--- config.mk ---
export PLATFORM = sky130hd
export DESIGN_NAME = rtp_header_parse_validate
export DESIGN_NICKNAME = d
export VERILOG_FILES = /design/src/rtl/rhp_pkg.sv /design/src/rtl/rhp_capture.sv /design/src/rtl/rhp_verdict.sv /design/src/rtl/rtp_header_parse_validate.sv
export SDC_FILE = /design/constraint.sdc
export NUM_CORES = 1
export LEC_CHECK = 0
export ABC_CLOCK_PERIOD_IN_PS = 20500
export BUFFER_PORTS_ARGS = -buffer_cell sky130_fd_sc_hd__buf_4
export CORE_MARGIN = 10
export CORE_UTILIZATION = 64
export DETAILED_ROUTE_END_ITERATION = 12
export HOLD_SLACK_MARGIN = 0.03
export PLACE_DENSITY = 0.85
export SYNTH_ARGS = -nofsm -noshare
export SYNTH_HDL_FRONTEND = slang
export SYNTH_SLANG_ARGS = --single-unit
--- constraint.sdc ---
create_clock -name clk -period 20.5 [get_ports clk]
set_input_delay 3.075 -clock clk [delete_from_list [all_inputs] [get_ports clk]]
set_output_delay 3.075 -clock clk [all_outputs]
set_load 0.05 [all_outputs]
--- src/rtl/rhp_pkg.sv ---
`default_nettype none
// ----------------------------------------------------------------------------
// rhp_pkg
// Shared types and constants for the RTP header parser: transfer payloads,
// the per-packet snapshot and the length arithmetic widths.
// ----------------------------------------------------------------------------
package rhp_pkg;

  // Width of the byte counter; packets longer than 2^LENGTH_BITS - 1 are flagged
  localparam int LENGTH_BITS = 16;
  localparam logic [LENGTH_BITS-1:0] MAX_LEN = {LENGTH_BITS{1'b1}};

  // Width that holds size, extension length and padding sums without overflow
  localparam int CALC_W = ((LENGTH_BITS > 19) ? LENGTH_BITS : 19) + 1;

  localparam logic [1:0] RTP_VERSION = 2'd2;
  localparam int         FIXED_HDR   = 12;

  typedef struct packed {
    logic [7:0] data_byte;
    logic       last_byte;
  } item_t;

  typedef struct packed {
    logic        packet_ok;
    logic [6:0]  payload_type;
    logic        marker_bit;
    logic [15:0] sequence_number;
    logic [31:0] time_stamp;
    logic [31:0] source_id;
    logic        extension_present;
    logic [15:0] extension_offset;
    logic [15:0] extension_bytes;
    logic [15:0] payload_offset;
    logic [15:0] payload_bytes;
    logic [7:0]  padding_bytes;
  } result_t;

  // Captured state of one packet as it stands after its final byte
  typedef struct packed {
    logic                   too_long;
    logic [LENGTH_BITS-1:0] size;
    logic [7:0]             first_hdr;
    logic [7:0]             second_hdr;
    logic [15:0]            seq;
    logic [31:0]            stamp;
    logic [31:0]            source;
    logic [15:0]            word_count;
    logic [7:0]             final_byte;
  } snap_t;

endpackage
`default_nettype wire

--- src/rtl/rhp_capture.sv ---
`default_nettype none
// ----------------------------------------------------------------------------
// rhp_capture
// Byte counter and header capture. Presents the packet snapshot as it will
// stand once the current byte is taken, and clears after each final byte.
// ----------------------------------------------------------------------------
module rhp_capture
  import rhp_pkg::*;
(
  input  logic  clk,
  input  logic  rst,
  input  logic  accept,
  input  item_t item,
  output snap_t snap
);

  logic [LENGTH_BITS-1:0] byte_position, byte_position_next;
  logic                   too_long_flag, too_long_flag_next;
  logic [7:0]             first_header_byte, first_header_byte_next;
  logic [7:0]             second_header_byte, second_header_byte_next;
  logic [15:0]            seq_capture, seq_capture_next;
  logic [31:0]            stamp_capture, stamp_capture_next;
  logic [31:0]            source_capture, source_capture_next;
  logic [15:0]            ext_word_count, ext_word_count_next;
  logic [LENGTH_BITS-1:0] ext_at, wc_hi_at, wc_lo_at;

  // Locate the extension word count: 12 + 4*CC, then bytes 2 and 3 of it
  assign ext_at   = LENGTH_BITS'(FIXED_HDR) +
                    {{(LENGTH_BITS-6){1'b0}}, first_header_byte[3:0], 2'b00};
  assign wc_hi_at = ext_at + LENGTH_BITS'(2);
  assign wc_lo_at = ext_at + LENGTH_BITS'(3);

  // Work out the state after this byte
  always_comb begin
    byte_position_next      = byte_position;
    too_long_flag_next      = too_long_flag;
    first_header_byte_next  = first_header_byte;
    second_header_byte_next = second_header_byte;
    seq_capture_next        = seq_capture;
    stamp_capture_next      = stamp_capture;
    source_capture_next     = source_capture;
    ext_word_count_next     = ext_word_count;
    if (!too_long_flag) begin
      if (byte_position == LENGTH_BITS'(0)) begin
        first_header_byte_next = item.data_byte;
      end else if (byte_position == LENGTH_BITS'(1)) begin
        second_header_byte_next = item.data_byte;
      end else if (byte_position <= LENGTH_BITS'(3)) begin
        seq_capture_next = {seq_capture[7:0], item.data_byte};
      end else if (byte_position <= LENGTH_BITS'(7)) begin
        stamp_capture_next = {stamp_capture[23:0], item.data_byte};
      end else if (byte_position <= LENGTH_BITS'(11)) begin
        source_capture_next = {source_capture[23:0], item.data_byte};
      end
      if (byte_position >= LENGTH_BITS'(FIXED_HDR) &&
          (byte_position == wc_hi_at || byte_position == wc_lo_at)) begin
        ext_word_count_next = {ext_word_count[7:0], item.data_byte};
      end
    end
    // Saturate the counter and flag an overlong packet
    if (byte_position == MAX_LEN) begin
      too_long_flag_next = 1'b1;
    end else begin
      byte_position_next = byte_position + LENGTH_BITS'(1);
    end
  end

  assign snap.too_long   = too_long_flag_next;
  assign snap.size       = byte_position_next;
  assign snap.first_hdr  = first_header_byte_next;
  assign snap.second_hdr = second_header_byte_next;
  assign snap.seq        = seq_capture_next;
  assign snap.stamp      = stamp_capture_next;
  assign snap.source     = source_capture_next;
  assign snap.word_count = ext_word_count_next;
  assign snap.final_byte = item.data_byte;

  // Advance on each transfer; clear after the final byte
  always_ff @(posedge clk) begin
    if (rst || (accept && item.last_byte)) begin
      byte_position      <= '0;
      too_long_flag      <= 1'b0;
      first_header_byte  <= '0;
      second_header_byte <= '0;
      seq_capture        <= '0;
      stamp_capture      <= '0;
      source_capture     <= '0;
      ext_word_count     <= '0;
    end else if (accept) begin
      byte_position      <= byte_position_next;
      too_long_flag      <= too_long_flag_next;
      first_header_byte  <= first_header_byte_next;
      second_header_byte <= second_header_byte_next;
      seq_capture        <= seq_capture_next;
      stamp_capture      <= stamp_capture_next;
      source_capture     <= source_capture_next;
      ext_word_count     <= ext_word_count_next;
    end
  end

endmodule
`default_nettype wire

--- src/rtl/rhp_verdict.sv ---
`default_nettype none
// ----------------------------------------------------------------------------
// rhp_verdict
// Length and version checks on a packet snapshot, and the extension and
// payload offsets and lengths that follow from them.
// ----------------------------------------------------------------------------
module rhp_verdict
  import rhp_pkg::*;
(
  input  snap_t   snap,
  output result_t result
);

  logic              xbit, pbit, base_ok, ext_fail, pad_fail, ok;
  logic [CALC_W-1:0] size_w, ext_off, ext_len, min_ext, pad, min_pad, pay_len;
  logic [16:0]       words_plus_one;

  assign xbit = snap.first_hdr[4];
  assign pbit = snap.first_hdr[5];

  assign size_w  = CALC_W'(snap.size);
  assign ext_off = CALC_W'(FIXED_HDR) + CALC_W'({snap.first_hdr[3:0], 2'b00});

  // Basic header checks
  assign base_ok = !snap.too_long && (size_w >= CALC_W'(FIXED_HDR)) &&
                   (snap.first_hdr[7:6] == RTP_VERSION);

  // Extension header must fit
  assign words_plus_one = {1'b0, snap.word_count} + 17'd1;
  assign ext_fail = xbit && (size_w < ext_off + CALC_W'(4));
  assign ext_len  = xbit ? CALC_W'({words_plus_one, 2'b00}) : '0;
  assign min_ext  = ext_off + ext_len;

  // Padding must leave room past the header and cover its own length
  assign pad_fail = pbit && (size_w <= min_ext);
  assign pad      = !pbit ? '0 :
                    (snap.final_byte == 8'd0) ? CALC_W'(1) : CALC_W'(snap.final_byte);
  assign min_pad  = min_ext + pad;

  assign ok      = base_ok && !ext_fail && !pad_fail && (size_w >= min_pad);
  assign pay_len = size_w - min_pad;

  // Assemble the result; lengths read zero on a failed packet
  always_comb begin
    result.packet_ok         = ok;
    result.payload_type      = snap.second_hdr[6:0];
    result.marker_bit        = snap.second_hdr[7];
    result.sequence_number   = snap.seq;
    result.time_stamp        = snap.stamp;
    result.source_id         = snap.source;
    result.extension_present = xbit;
    result.extension_offset  = (ok && xbit) ? ext_off[15:0] : 16'd0;
    result.extension_bytes   = ok ? ext_len[15:0] : 16'd0;
    result.payload_offset    = ok ? min_ext[15:0] : 16'd0;
    result.payload_bytes     = ok ? pay_len[15:0] : 16'd0;
    result.padding_bytes     = ok ? pad[7:0] : 8'd0;
  end

endmodule
`default_nettype wire

--- src/rtl/rtp_header_parse_validate.sv ---
`default_nettype none
// ----------------------------------------------------------------------------
// rtp_header_parse_validate
// RTP fixed header parser and length validator, one byte per transfer.
// ----------------------------------------------------------------------------
// Accepts one packet byte per clock cycle while input is not stalled, with no
// gap needed between packets. Each byte updates the byte counter and header
// capture in the cycle it is taken; the final byte loads a snapshot register,
// which drains through the length checks into the result register once that
// register is free, and the result is offered from there. The two registers
// form a short pipeline, so bytes keep flowing while a result waits to be
// taken; input stalls only when both registers hold undelivered results.
// ----------------------------------------------------------------------------
module rtp_header_parse_validate
  import rhp_pkg::*;
(
  input  logic    clk,
  input  logic    rst,
  input  logic    item_valid,
  output logic    item_ready,
  input  item_t   item,
  output logic    result_valid,
  input  logic    result_ready,
  output result_t result
);

  logic    accept, snap_valid, snap_move, result_load;
  snap_t   snap_next, snap_q;
  result_t verdict;

  rhp_capture u_capture (
    .clk    (clk),
    .rst    (rst),
    .accept (accept),
    .item   (item),
    .snap   (snap_next)
  );

  rhp_verdict u_verdict (
    .snap   (snap_q),
    .result (verdict)
  );

  // Handshake: snapshot drains into the result register when that is free
  assign result_load = !result_valid || result_ready;
  assign snap_move   = snap_valid && result_load;
  assign item_ready  = !snap_valid || snap_move;
  assign accept      = item_valid && item_ready;

  // Hold the snapshot of a finished packet
  always_ff @(posedge clk) begin
    if (rst) begin
      snap_valid <= 1'b0;
    end else if (accept && item.last_byte) begin
      snap_valid <= 1'b1;
    end else if (snap_move) begin
      snap_valid <= 1'b0;
    end
    if (accept && item.last_byte) begin
      snap_q <= snap_next;
    end
  end

  // Register the verdict for transfer out
  always_ff @(posedge clk) begin
    if (rst) begin
      result_valid <= 1'b0;
    end else if (result_load) begin
      result_valid <= snap_valid;
    end
    if (snap_move) begin
      result <= verdict;
    end
  end

  // A final byte always leaves a snapshot behind
  a_last_loads_snap: assert property (@(posedge clk) disable iff (rst)
    accept && item.last_byte |=> snap_valid)
    else $error("final byte transfer did not load snapshot");

  // A failed packet carries no lengths
  a_fail_zero: assert property (@(posedge clk) disable iff (rst)
    result_valid && !result.packet_ok |->
      result.payload_bytes == 16'd0 && result.payload_offset == 16'd0 &&
      result.padding_bytes == 8'd0 && result.extension_bytes == 16'd0)
    else $error("failed packet reports nonzero lengths");

  // A good packet's payload starts past the fixed header
  a_ok_offset: assert property (@(posedge clk) disable iff (rst)
    result_valid && result.packet_ok |-> result.payload_offset >= 16'd12)
    else $error("payload offset inside fixed header");

  // No extension means no extension length
  a_no_ext: assert property (@(posedge clk) disable iff (rst)
    result_valid && !result.extension_present |->
      result.extension_bytes == 16'd0 && result.extension_offset == 16'd0)
    else $error("extension length without X bit");

  // A snapshot waiting on a full result register blocks input
  a_stall: assert property (@(posedge clk) disable iff (rst)
    snap_valid && result_valid && !result_ready |-> !item_ready)
    else $error("input taken with both stages full");

endmodule
`default_nettype wire

==> impl_results.md, run 1 <==
- Outcome: completed
- Leak pwr: 7.904 nW
- Placed wire-length estimate: 26780 um
- Power Density: a little over 90 nW/um2
- Vert. Die Dim: 188.1 um
- Setup TNS: 0 ns
- CP Data Required Time: between 15 and 20 ns
- First-pass GRT wire length: 64180 um
- Final ANT Viol Nets: 0
- P&R area growth vs syn: 14.80%
- VDD IR max: 0.07699 mV
- Clk sinks: 415
- Die footprint: 35390 um2
- Post-synth top cells: edfxtp_1 (284), nor2_1 (258), dfxtp_1 (131), nor3_1 (119), mux2_2 (112)
- Total iterations of the first detailed-routing run: 6
- Mapped cell area: ~18000 um2
- CTS clk-pin slew, worst paths: 0.06 ns
- Diode count: 0
- Final Hold Viols: 0
- Final Cell Area: 20770 um2
- Vias per cell: 5.794
- Total GRT Usage: 0.2228
- Vias in the first global route: about 12k
- RSZ-0062 raised after global routing: false
- Core Area: approximately 28000 um2
- CTS Root Cell: clkbuf_16
- # Post-CTS Setup Buffers: 0
- Ports: 177
- Routed wl met2: 19490 um
- Starting density of the core: 0.6494
- Non-Filler Instances: 2100
- Share of cells above drive strength 1: 0.2102
- Placed Area: 19520 um2
- Port Buffers: ~160
- Final setup fails: 0
- Max Clock Skew: 0.01446 ns
- Yosys cell types: 63
- Hold buffer count at cts: 0
- DRC: 0
- Crit start category: input port
- Resized cells post-CTS: 0
- EDFF count, synth: 284
- CTS tree: built
- Rel. slew slack: 0.2491
- Fillers: 1815
- Multi-input gate area: roughly 6400 um2
- Synth warn: 0
- GR Overflow Total: 0
- Count of nets after finishing: 1759
- Cell with the most instances after synthesis: edfxtp_1
- Bufs on Longest Clock Path: 3
- Pre-CTS WS: 13.51 ns
- Max Cap Violations: 0
- CP Cell Sequence: buf_4 -> nor2b_1 -> nand2_1 -> buf_4
- Most used cell, CP: buf_4
- Routed met3 length: 3165 um
- Routability congestion estimate: 0.8951
- Top achievable clock speed: 143.2 MHz
- Antenna violations before repair: 0
- Routed length on met1: 16950 um
- Ys async rst share: 0
- Clk_lat worst skew: 0.54 ns
- Setup ws final: 13.51 ns
- Synth Flop Type: edfxtp_1
- Via count: 12.17k
- Top post-synthesis cells by area: edfxtp_1 (47%), dfxtp_1 (14%), mux2_2 (7.0%)
- WL per Instance: roughly 19 um
- Final Cycle Share: 0.3408
- Total routed wirelength: 40540 um
- Data arrival time of the critical path: 3.91 ns
- H-tree depth: 2
- Worst hold path type: reg -> reg
- Worst-Margin Slew: roughly 1.1 ns
- CP max FO: 4
- Synth Instances: 1549
- #FFs+latches synth: between 400 and 500
- Worst path max stage delay: 0.28 ns
- Die X: 188.1 um
- Number of buffers created by CTS: 41
- Top cell type's share of synthesized area: 0.4714
- Hold WS: 0.4136 ns
- Syn_area_per_cell: between 10 and 15 um2
- WS Path Type: in -> out
- Fin. max-slew vios: 0
- DR top layer: met4
- Placed cell count: 2025
- Sequential cell area fraction in the yosys report: 0.6164
- Endpoint type of the worst setup path: output pin
- Largest net degree at the start of global routing: ~100
- DRT iter0 DRCs: 1012
- Register area: 11150 um2
- Num rows: 61
- Slowest-stage cell, CP: nor2b_1
- Crit path time final: 6.986 ns
- Synth area leader: edfxtp_1
-- placed cells by master (no fill, tap or decap), types with 8 or more instances in the layout --
master     count
a21o_1        10
a21oi_1       66
and2_1         8
and3_1         9
buf_4        173
clkbuf_1      10
clkbuf_16     42
clkinv_2      12
conb_1        16
dfxtp_1      131
edfxtp_1     284
ha_1          53
inv_1         46
mux2_2       112
nand2_1       98
nand2b_1      12
nand3_1       21
nand4_1       14
nor2_1       258
nor2b_1       10
nor3_1       119
nor4_1        17
o21a_1         9
o21ai_0       31
xnor2_1       34
xor2_1        30
-- worst max-delay path: cells and delay by family --
kind                   cells  cell delay, ns
AND/OR/NAND/NOR            2            0.49
buffers and inverters      2            0.35
-- final timing paths --
kind	start	endpoint	slack, ns	cells past startpoint
max	result_ready	item_ready	13.51	4
min	snap_q[28]$_DFFE_PP_	result[77]$_DFFE_PP_	0.41	0
max reg2reg	snap_q[116]$_DFFE_PP_	result[0]$_SDFFCE_PN0P_	13.77	29
min reg2reg	snap_q[28]$_DFFE_PP_	result[77]$_DFFE_PP_	0.41	0
-- power by group --
group | switching (mW) | internal, mW
registers | 0.0188 | 0.929
logic | 0.155 | 0.0792
clock network | 0.313 | 0.385
total | 0.486 | 1.39
-- cell families (layout without fill, tap and decap cells) --
kind of cell	count (synthesis)	count (layout)	synth area share
and+or+nand+nor	605	605	0.1540
DFF	415	415	0.6164
AOI/OAI and AO/OA	155	155	0.05242
buffers and inverters	136	295	0.03320
muxes	116	116	0.07262
xor gates and xnor gates	64	64	0.03098
adders and majority gates	56	56	0.03998
other	2	16	0.0004151
-- stage by stage --
step             util  total power, mW
6_report       0.7455            1.879
5_1_grt        0.7455            1.944
4_1_cts        0.7455            1.889
3_5_place_dp   0.7006            1.196
3_3_place_gp   0.7006            1.190
2_1_floorplan       -            1.138
-- routing by layer --
layer  global-route usage  vias to the layer above
met5                    0                        -
met4              0.06708                        0
met3              0.05529                       67
met2               0.3618                      471
met1               0.2896                     5864
li1                     -                     5765
-- sequential cells by signal (all words and copies together), names as in the netlist, 8 cells and up --
| register | cells |
|---|---|
| result | 147 |
| snap_q | 137 |
| u_capture.byte_position | 16 |
| u_capture.ext_word_count | 16 |
| u_capture.first_header_byte | 8 |
| u_capture.second_header_byte | 8 |
| u_capture.seq_capture | 16 |
| u_capture.source_capture | 32 |
| u_capture.stamp_capture | 32 |
-- layout make-up --
| class | count | area share |
|---|---|---|
| Tap cell | 378 | 0.02277 |
| Multi-Input combinational cell | 1012 | 0.3088 |
| Sequential cell | 415 | 0.5369 |
| Clock inverter | 22 | 0.007229 |
| Inverter | 47 | 0.008735 |
| Clock buffer | 53 | 0.05308 |
| Timing Repair Buffer | 173 | 0.06253 |
Note: power is estimated with default switching activity, not from simulation.
==> run 2, diff against run 1 <==
--- a/config.mk
+++ b/config.mk
@@ -5,13 +5,13 @@
 export SDC_FILE = /design/constraint.sdc
 export NUM_CORES = 1
 export LEC_CHECK = 0
-export ABC_CLOCK_PERIOD_IN_PS = 20500
+export ABC_CLOCK_PERIOD_IN_PS = 7100
 export BUFFER_PORTS_ARGS = -buffer_cell sky130_fd_sc_hd__buf_4
 export CORE_MARGIN = 10
-export CORE_UTILIZATION = 64
+export CORE_UTILIZATION = 59
 export DETAILED_ROUTE_END_ITERATION = 12
 export HOLD_SLACK_MARGIN = 0.03
-export PLACE_DENSITY = 0.85
+export PLACE_DENSITY = 0.8
 export SYNTH_ARGS = -nofsm -noshare
 export SYNTH_HDL_FRONTEND = slang
 export SYNTH_SLANG_ARGS = --single-unit
==> constraint.sdc (replaced) <==
create_clock -name clk -period 7.1 [get_ports clk]
set_input_delay 1.065 -clock clk [delete_from_list [all_inputs] [get_ports clk]]
set_output_delay 1.065 -clock clk [all_outputs]
set_load 0.05 [all_outputs]
==> run 2 against run 1 <==
Compared with the run above:
- routed wire length is 4.0% higher
- flip-flop and latch count stayed put
- design area is 0.36% higher
- highest routed layer unchanged
- register-to-register slack worse by 13 ns
- clock-buffer cell count is 7 higher
==> impl_results.md, run 2 (synthesis results as in run 1) <==
- Crit start category: flip-flop
- Worst-Margin Slew: 1.069 ns (-0.05328 ns)
- Num rows: 64 (+4.9%)
- RSZ-0062 raised after global routing: false
- Final setup fails: 0 (unchanged)
- Leak pwr: 7.927 nW (+0.30%)
- Vias in the first global route: 11.96k (-0.52%)
- Placed wire-length estimate: 28290 um (+5.7%)
- Fin. max-slew vios: 0 (unchanged)
- Endpoint type of the worst setup path: flip-flop
- Die footprint: 38070 um2 (+7.6%)
- VDD IR max: 0.2409 mV (+210%)
- CTS tree: built
- Register area: 11150 um2 (unchanged)
- H-tree depth: 2 (unchanged)
- CP top delay family: simple AND/OR/NAND/NOR gates
- Hold WS: 0.4136 ns (-0.000009000 ns)
- Multi-input gate area: 6420 um2 (+0.12%)
- Vias per cell: 5.663 (-2.3%)
- Top achievable clock speed: 153.8 MHz
- Setup TNS: 0 ns (unchanged)
- Routability congestion estimate: 0.8895 (-0.63%)
- CTS Root Cell: clkbuf_16
- Combinational share of power: 0.125 (about the same)
- Number of buffers created by CTS: 42 (+2.4%)
- Ports: 177 (unchanged)
- CP Data Required Time: 7.36 ns (-10.07 ns)
- Net Switching: 1.395 mW (+190%)
- Final Power: 5.484 mW (+190%)
- Fillers: 2236 (+23%)
- Leading cell type in the layout, fill and taps excluded: edfxtp_1
- Crit path time final: 6.503 ns
- Final Cycle Share: 0.9159
- CTS clk-pin slew, worst paths: 0.06 ns (about the same)
- Diode count: 0 (unchanged)
- CP Buf/Inv Count: 4 (+2)
- Vert. Die Dim: 195.1 um (+3.7%)
- WL per Instance: 19.88 um (+3.0%)
- Most frequent cells in the layout: edfxtp_1 (284), nor2_1 (258), buf_4 (172)
- DRT iter0 DRCs: 1003 (-0.89%)
- GR Overflow Total: 0 (unchanged)
- Largest net degree at the start of global routing: 90 (-12%)
- Share of cells above drive strength 1: 0.2088 (-0.001404)
- Die X: 195.1 um (+3.7%)
- Power Density: 263.1 nW/um2 (+190%)
- Max Clock Skew: 0.01923 ns (+0.004768 ns)
- Worst path max stage delay: 0.50 ns (+0.22 ns)
- Slowest-stage cell, CP: o21bai_2
- First-pass GRT wire length: 66590 um (+3.8%)
- Switch share: 0.2544 (-0.004407)
- Final Hold Viols: 0 (unchanged)
- Rel. slew slack: 0.2874 (+0.03829)
- Clk_lat worst skew: 0.54 ns (about the same)
- Count of nets after finishing: 1760 (+0.057%)
- P&R area growth vs syn: 15.21%
- Pre-CTS WS: 0.5746 ns (-12.94 ns)
- Total iterations of the first detailed-routing run: 5 (-1)
- Clk sinks: 415 (unchanged)
- Most flops, register: result
- Total routed wirelength: 42150 um (+4.0%)
- WS Path Type: reg -> reg
- Internal Power: 4.089 mW (+190%)
- CP max FO: 27 (+23)
- Core Area: 30430 um2 (+9.2%)
- Data arrival time of the critical path: 6.76 ns (+2.85 ns)
- Outcome: completed
- Final ANT Viol Nets: 0 (unchanged)
- Total GRT Usage: 0.2161 (-0.006671)
- Worst hold path type: reg -> reg
- Bufs on Longest Clock Path: 3 (unchanged)
- Starting density of the core: 0.5945 (-0.05487)
- Clk pwr share: 0.377 (+0.006)
- Antenna violations before repair: 0 (unchanged)
- Max Cap Violations: 0 (unchanged)
- DRC: 0 (unchanged)
- Largest registers: result: 147 flops, snap_q: 137 flops
- Number of flip-flops in the largest register: 147 (unchanged)
- Via count: 12.01k (-1.3%)
- Flop pwr share: 0.498 (-0.006)
- Port Buffers: 161 (unchanged)
- Setup ws final: 0.5970 ns (-12.92 ns)
run 2: power by group through the flow:
stage               Sequential, mW  Clock [mW]  Combinational, mW
global placement              2.78           0              0.665
CTS                           2.73        2.10              0.684
detailed placement            2.78           0              0.678
global route                  2.74        2.19              0.748
floorplan                     2.86           0              0.422
finish                        2.73        2.07              0.685
run 2: area by class of cell:
class,instances,area share
clock buffer,60,0.05763
inverter,47,0.008705
multi-input combinational,1012,0.3080
clock inverter,17,0.003962
tap,396,0.02377
sequential,415,0.5350
timing repair buffer,173,0.06291
run 2: per-layer routing:
| metal | global-route usage | share of wire |
|---|---|---|
| met5 | 0 | 0 |
| met1 | 0.2818 | 0.42 |
| met3 | 0.05104 | 0.070 |
| met4 | 0.05204 | 0.020 |
| met2 | 0.3582 | 0.49 |
run 2: repair_timing:
| action | CTS | global route |
|---|---|---|
| hold buffers | 0 | 0 |
| gates resized for setup | 0 | 1 |
| buffers inserted | 0 | 0 |
| setup endpoints to repair | 0 | 3 |
run 2: metrics by stage:
stage | cells | util | cell area [um2]
after floorplan | 1563 | - | 18150
final | 2120 | 0.6850 | 20840
after CTS | 2120 | 0.6847 | 20840
after global routing | 2120 | 0.6850 | 20840
after detailed placement | 2043 | 0.6426 | 19550
after global placement | 2043 | 0.6426 | 19550
run 2: worst reg2reg max path: cells and delay by family, from the launching register on:
kind            cells  cell delay, ns
compound gates      6            1.55
xor+xnor            2            0.48
flops               1            0.49
fa+ha+maj           4            1.47
simple gates       12            1.73
buf+inv             4            0.50
run 2: final timing paths:
| check | cells after the start | endpoint | slack, ns | from |
|---|---|---|---|---|
| max | 28 | result[51]$_SDFFCE_PN0P_ | 0.60 | snap_q[8]$_DFFE_PP_ |
| min | 0 | result[131]$_DFFE_PP_ | 0.41 | snap_q[82]$_DFFE_PP_ |
| max reg2reg | 28 | result[51]$_SDFFCE_PN0P_ | 0.60 | snap_q[8]$_DFFE_PP_ |
| min reg2reg | 0 | result[131]$_DFFE_PP_ | 0.41 | snap_q[82]$_DFFE_PP_ |
==> run 3, diff against run 2 <==
--- a/config.mk
+++ b/config.mk
@@ -9,6 +9,7 @@
 export BUFFER_PORTS_ARGS = -buffer_cell sky130_fd_sc_hd__buf_4
 export CORE_MARGIN = 10
 export CORE_UTILIZATION = 59
+export CTS_CLUSTER_SIZE = 24
 export DETAILED_ROUTE_END_ITERATION = 12
 export HOLD_SLACK_MARGIN = 0.03
 export PLACE_DENSITY = 0.8
==> constraint.sdc (replaced) <==
create_clock -name clk -period 7.1 [get_ports clk]
set_input_delay 0.71 -clock clk [delete_from_list [all_inputs] [get_ports clk]]
set_output_delay 0.71 -clock clk [all_outputs]
set_load 0.05 [all_outputs]
==> run 3 against run 2 <==
Compared with the run above:
- sequential power barely moved
- combinational power about the same
- fmax down 0.74%
- critical path type unchanged
- largest power group unchanged
- non-clock buffer count grew 1
- global-route usage decreased by 0.22 points
- critical path depth did not move
- largest cell class unchanged
==> impl_results.md, run 3 (synthesis results as in run 1) <==
- Outcome: completed
- Worst path max stage delay: 0.50 ns (about the same)
- Routability congestion estimate: 0.9063 (+1.9%)
- Final setup fails: 0 (unchanged)
- Max Clock Skew: 0.009219 ns (-0.01001 ns)
- Fillers: 2208 (-1.3%)
- Die X: 195.1 um (unchanged)
- Placed wire-length estimate: 27990 um (-1.1%)
- Top achievable clock speed: 152.6 MHz (-0.74%)
- Placed cell count: 2044 (+0.049%)
- Share of cells above drive strength 1: 0.2136 (+0.004764)
- Number of buffers created by CTS: 41 (-2.4%)
- Routed wl met2: 20020 um (-2.1%)
- Via count: 12.13k (+1.1%)
- CP Data Required Time: 7.47 ns (+0.11 ns)
- RSZ-0062 raised after global routing: false
- Vias per cell: 5.726 (+1.1%)
- Number of flip-flops in the largest register: 147 (unchanged)
- Largest registers: result: 147 flops, snap_q: 137 flops
- Total iterations of the first detailed-routing run: 8 (+3)
- Largest net degree at the start of global routing: 77 (-14%)
- VDD IR max: 0.2492 mV (+3.4%)
- # Post-CTS Setup Buffers: 0 (unchanged)
- Total routed wirelength: 42100 um (-0.11%)
- Worst hold path type: in -> reg
- Clk_lat worst skew: 0.53 ns (about the same)
- Count of nets after finishing: 1760 (unchanged)
- WL per Instance: 19.87 um (about the same)
- H-tree depth: 2 (unchanged)
- Leak pwr: 7.954 nW (+0.33%)
- Core Area: 30430 um2 (unchanged)
- DRT iter0 DRCs: 1053 (+5.0%)
- Endpoint type of the worst setup path: flip-flop
- Crit start category: flip-flop
- Most flops, register: result
- R2R Setup Slk: 0.55 ns (-0.05 ns)
- Non-Filler Instances: 2119 (-0.047%)
- Leading cell type in the layout, fill and taps excluded: edfxtp_1
- Fin. max-slew vios: 0 (unchanged)
- Final Power: 5.525 mW (+0.73%)
- DRC: 0 (unchanged)
- Hold WS: 0.3504 ns (-0.06315 ns)
- Worst-Margin Slew: 1.060 ns (-0.009341 ns)
- Power Density: 264.5 nW/um2 (+0.54%)
- Setup TNS: 0 ns (unchanged)
- Antenna violations before repair: 0 (unchanged)
- Routed length on met1: 17690 um (-1.2%)
- DR top layer: met4
- Slowest-stage cell, CP: o21bai_2
- Vias in the first global route: 12.03k (+0.59%)
- Port Buffers: 161 (unchanged)
- CTS Root Cell: clkbuf_16
- Final Hold Viols: 0 (unchanged)
- Final Cycle Share: 0.9227 (+0.006799)
- Placed Area: 19560 um2 (about the same)
- CTS tree: built
- Die footprint: 38070 um2 (unchanged)
- Ports: 177 (unchanged)
- GR Overflow Total: 0 (unchanged)
- CTS clk-pin slew, worst paths: 0.06 ns (about the same)
- Final Cell Area: 20880 um2 (+0.20%)
- Most frequent cells in the layout: edfxtp_1 (284), nor2_1 (258), buf_4 (173)
- Rel. slew slack: 0.2931 (+0.005750)
- WS Path Type: reg -> reg
- CP max FO: 27 (unchanged)
- Starting density of the core: 0.5945 (unchanged)
- Crit path time final: 6.551 ns (+0.04827 ns)
- Bufs on Longest Clock Path: 3 (unchanged)
- P&R area growth vs syn: 15.44%
- Vert. Die Dim: 195.1 um (unchanged)
- Clk sinks: 415 (unchanged)
- Total GRT Usage: 0.2139 (-0.002161)
- Max Cap Violations: 0 (unchanged)
- Num rows: 64 (unchanged)
- First-pass GRT wire length: 66090 um (-0.76%)
- Data arrival time of the critical path: 6.92 ns (+0.16 ns)
- Routed met3 length: 3254 um (+11%)
- Diode count: 0 (unchanged)
- Final ANT Viol Nets: 0 (unchanged)
-- run 3: area by class of cell --
type | instances | area (um2) | area share
Clock buffer | 54 | 1157 | 0.05542
Clock inverter | 21 | 160.2 | 0.007669
Inverter | 47 | 181.4 | 0.008687
Multi-Input combinational cell | 1012 | 6420 | 0.3074
Sequential cell | 415 | 11150 | 0.5339
Tap cell | 396 | 495.5 | 0.02373
Timing Repair Buffer | 174 | 1319 | 0.06315
-- run 3: per-stage QoR --
step / util / setup slack [ns]
6_report: 0.6863 / 0.5488
5_1_grt: 0.6863 / 0.04012
4_1_cts: 0.6861 / 0.5008
3_5_place_dp: 0.6428 / 0.5646
3_3_place_gp: 0.6428 / 0.7984
2_1_floorplan: - / 1.533
-- run 3: metal layers --
layer	vias to the layer above	GRT usage
met5	-	0
met4	0	0.06420
met3	79	0.05139
met2	435	0.3465
met1	5840	0.2805
li1	5780	-
-- run 3: what timing repair did --
| action | 4_1_cts | 5_1_grt |
|---|---|---|
| setup endpoints to repair | 0 | 27 |
| hold buffers | 0 | 0 |
| resized for setup | 0 | 1 |
-- run 3: power by group --
group / internal [mW] / switching [mW]
clock: 1.20 / 0.912
sequential: 2.68 / 0.0530
combinational: 0.230 / 0.452
-- run 3: path summary, 6_finish.rpt --
| check | from | to | cells after the start |
|---|---|---|---|
| worst max-delay path | snap_q[8]$_DFFE_PP_ | result[61]$_SDFFCE_PN0P_ | 28 |
| worst min-delay path | rst | snap_valid$_SDFFE_PP0P_ | 2 |
| worst max register to register | snap_q[8]$_DFFE_PP_ | result[61]$_SDFFCE_PN0P_ | 28 |
| worst min register to register | snap_q[60]$_DFFE_PP_ | result[109]$_DFFE_PP_ | 0 |
-- run 3: critical path, delay by kind of cell (launching register included) --
family	cells	cell delay [ns]
and+or+nand+nor	12	1.74
buffers and inverters	4	0.53
AOI/OAI and AO/OA	6	1.66
DFF	1	0.49
xor gates and xnor gates	2	0.46
adders and majority gates	4	1.50
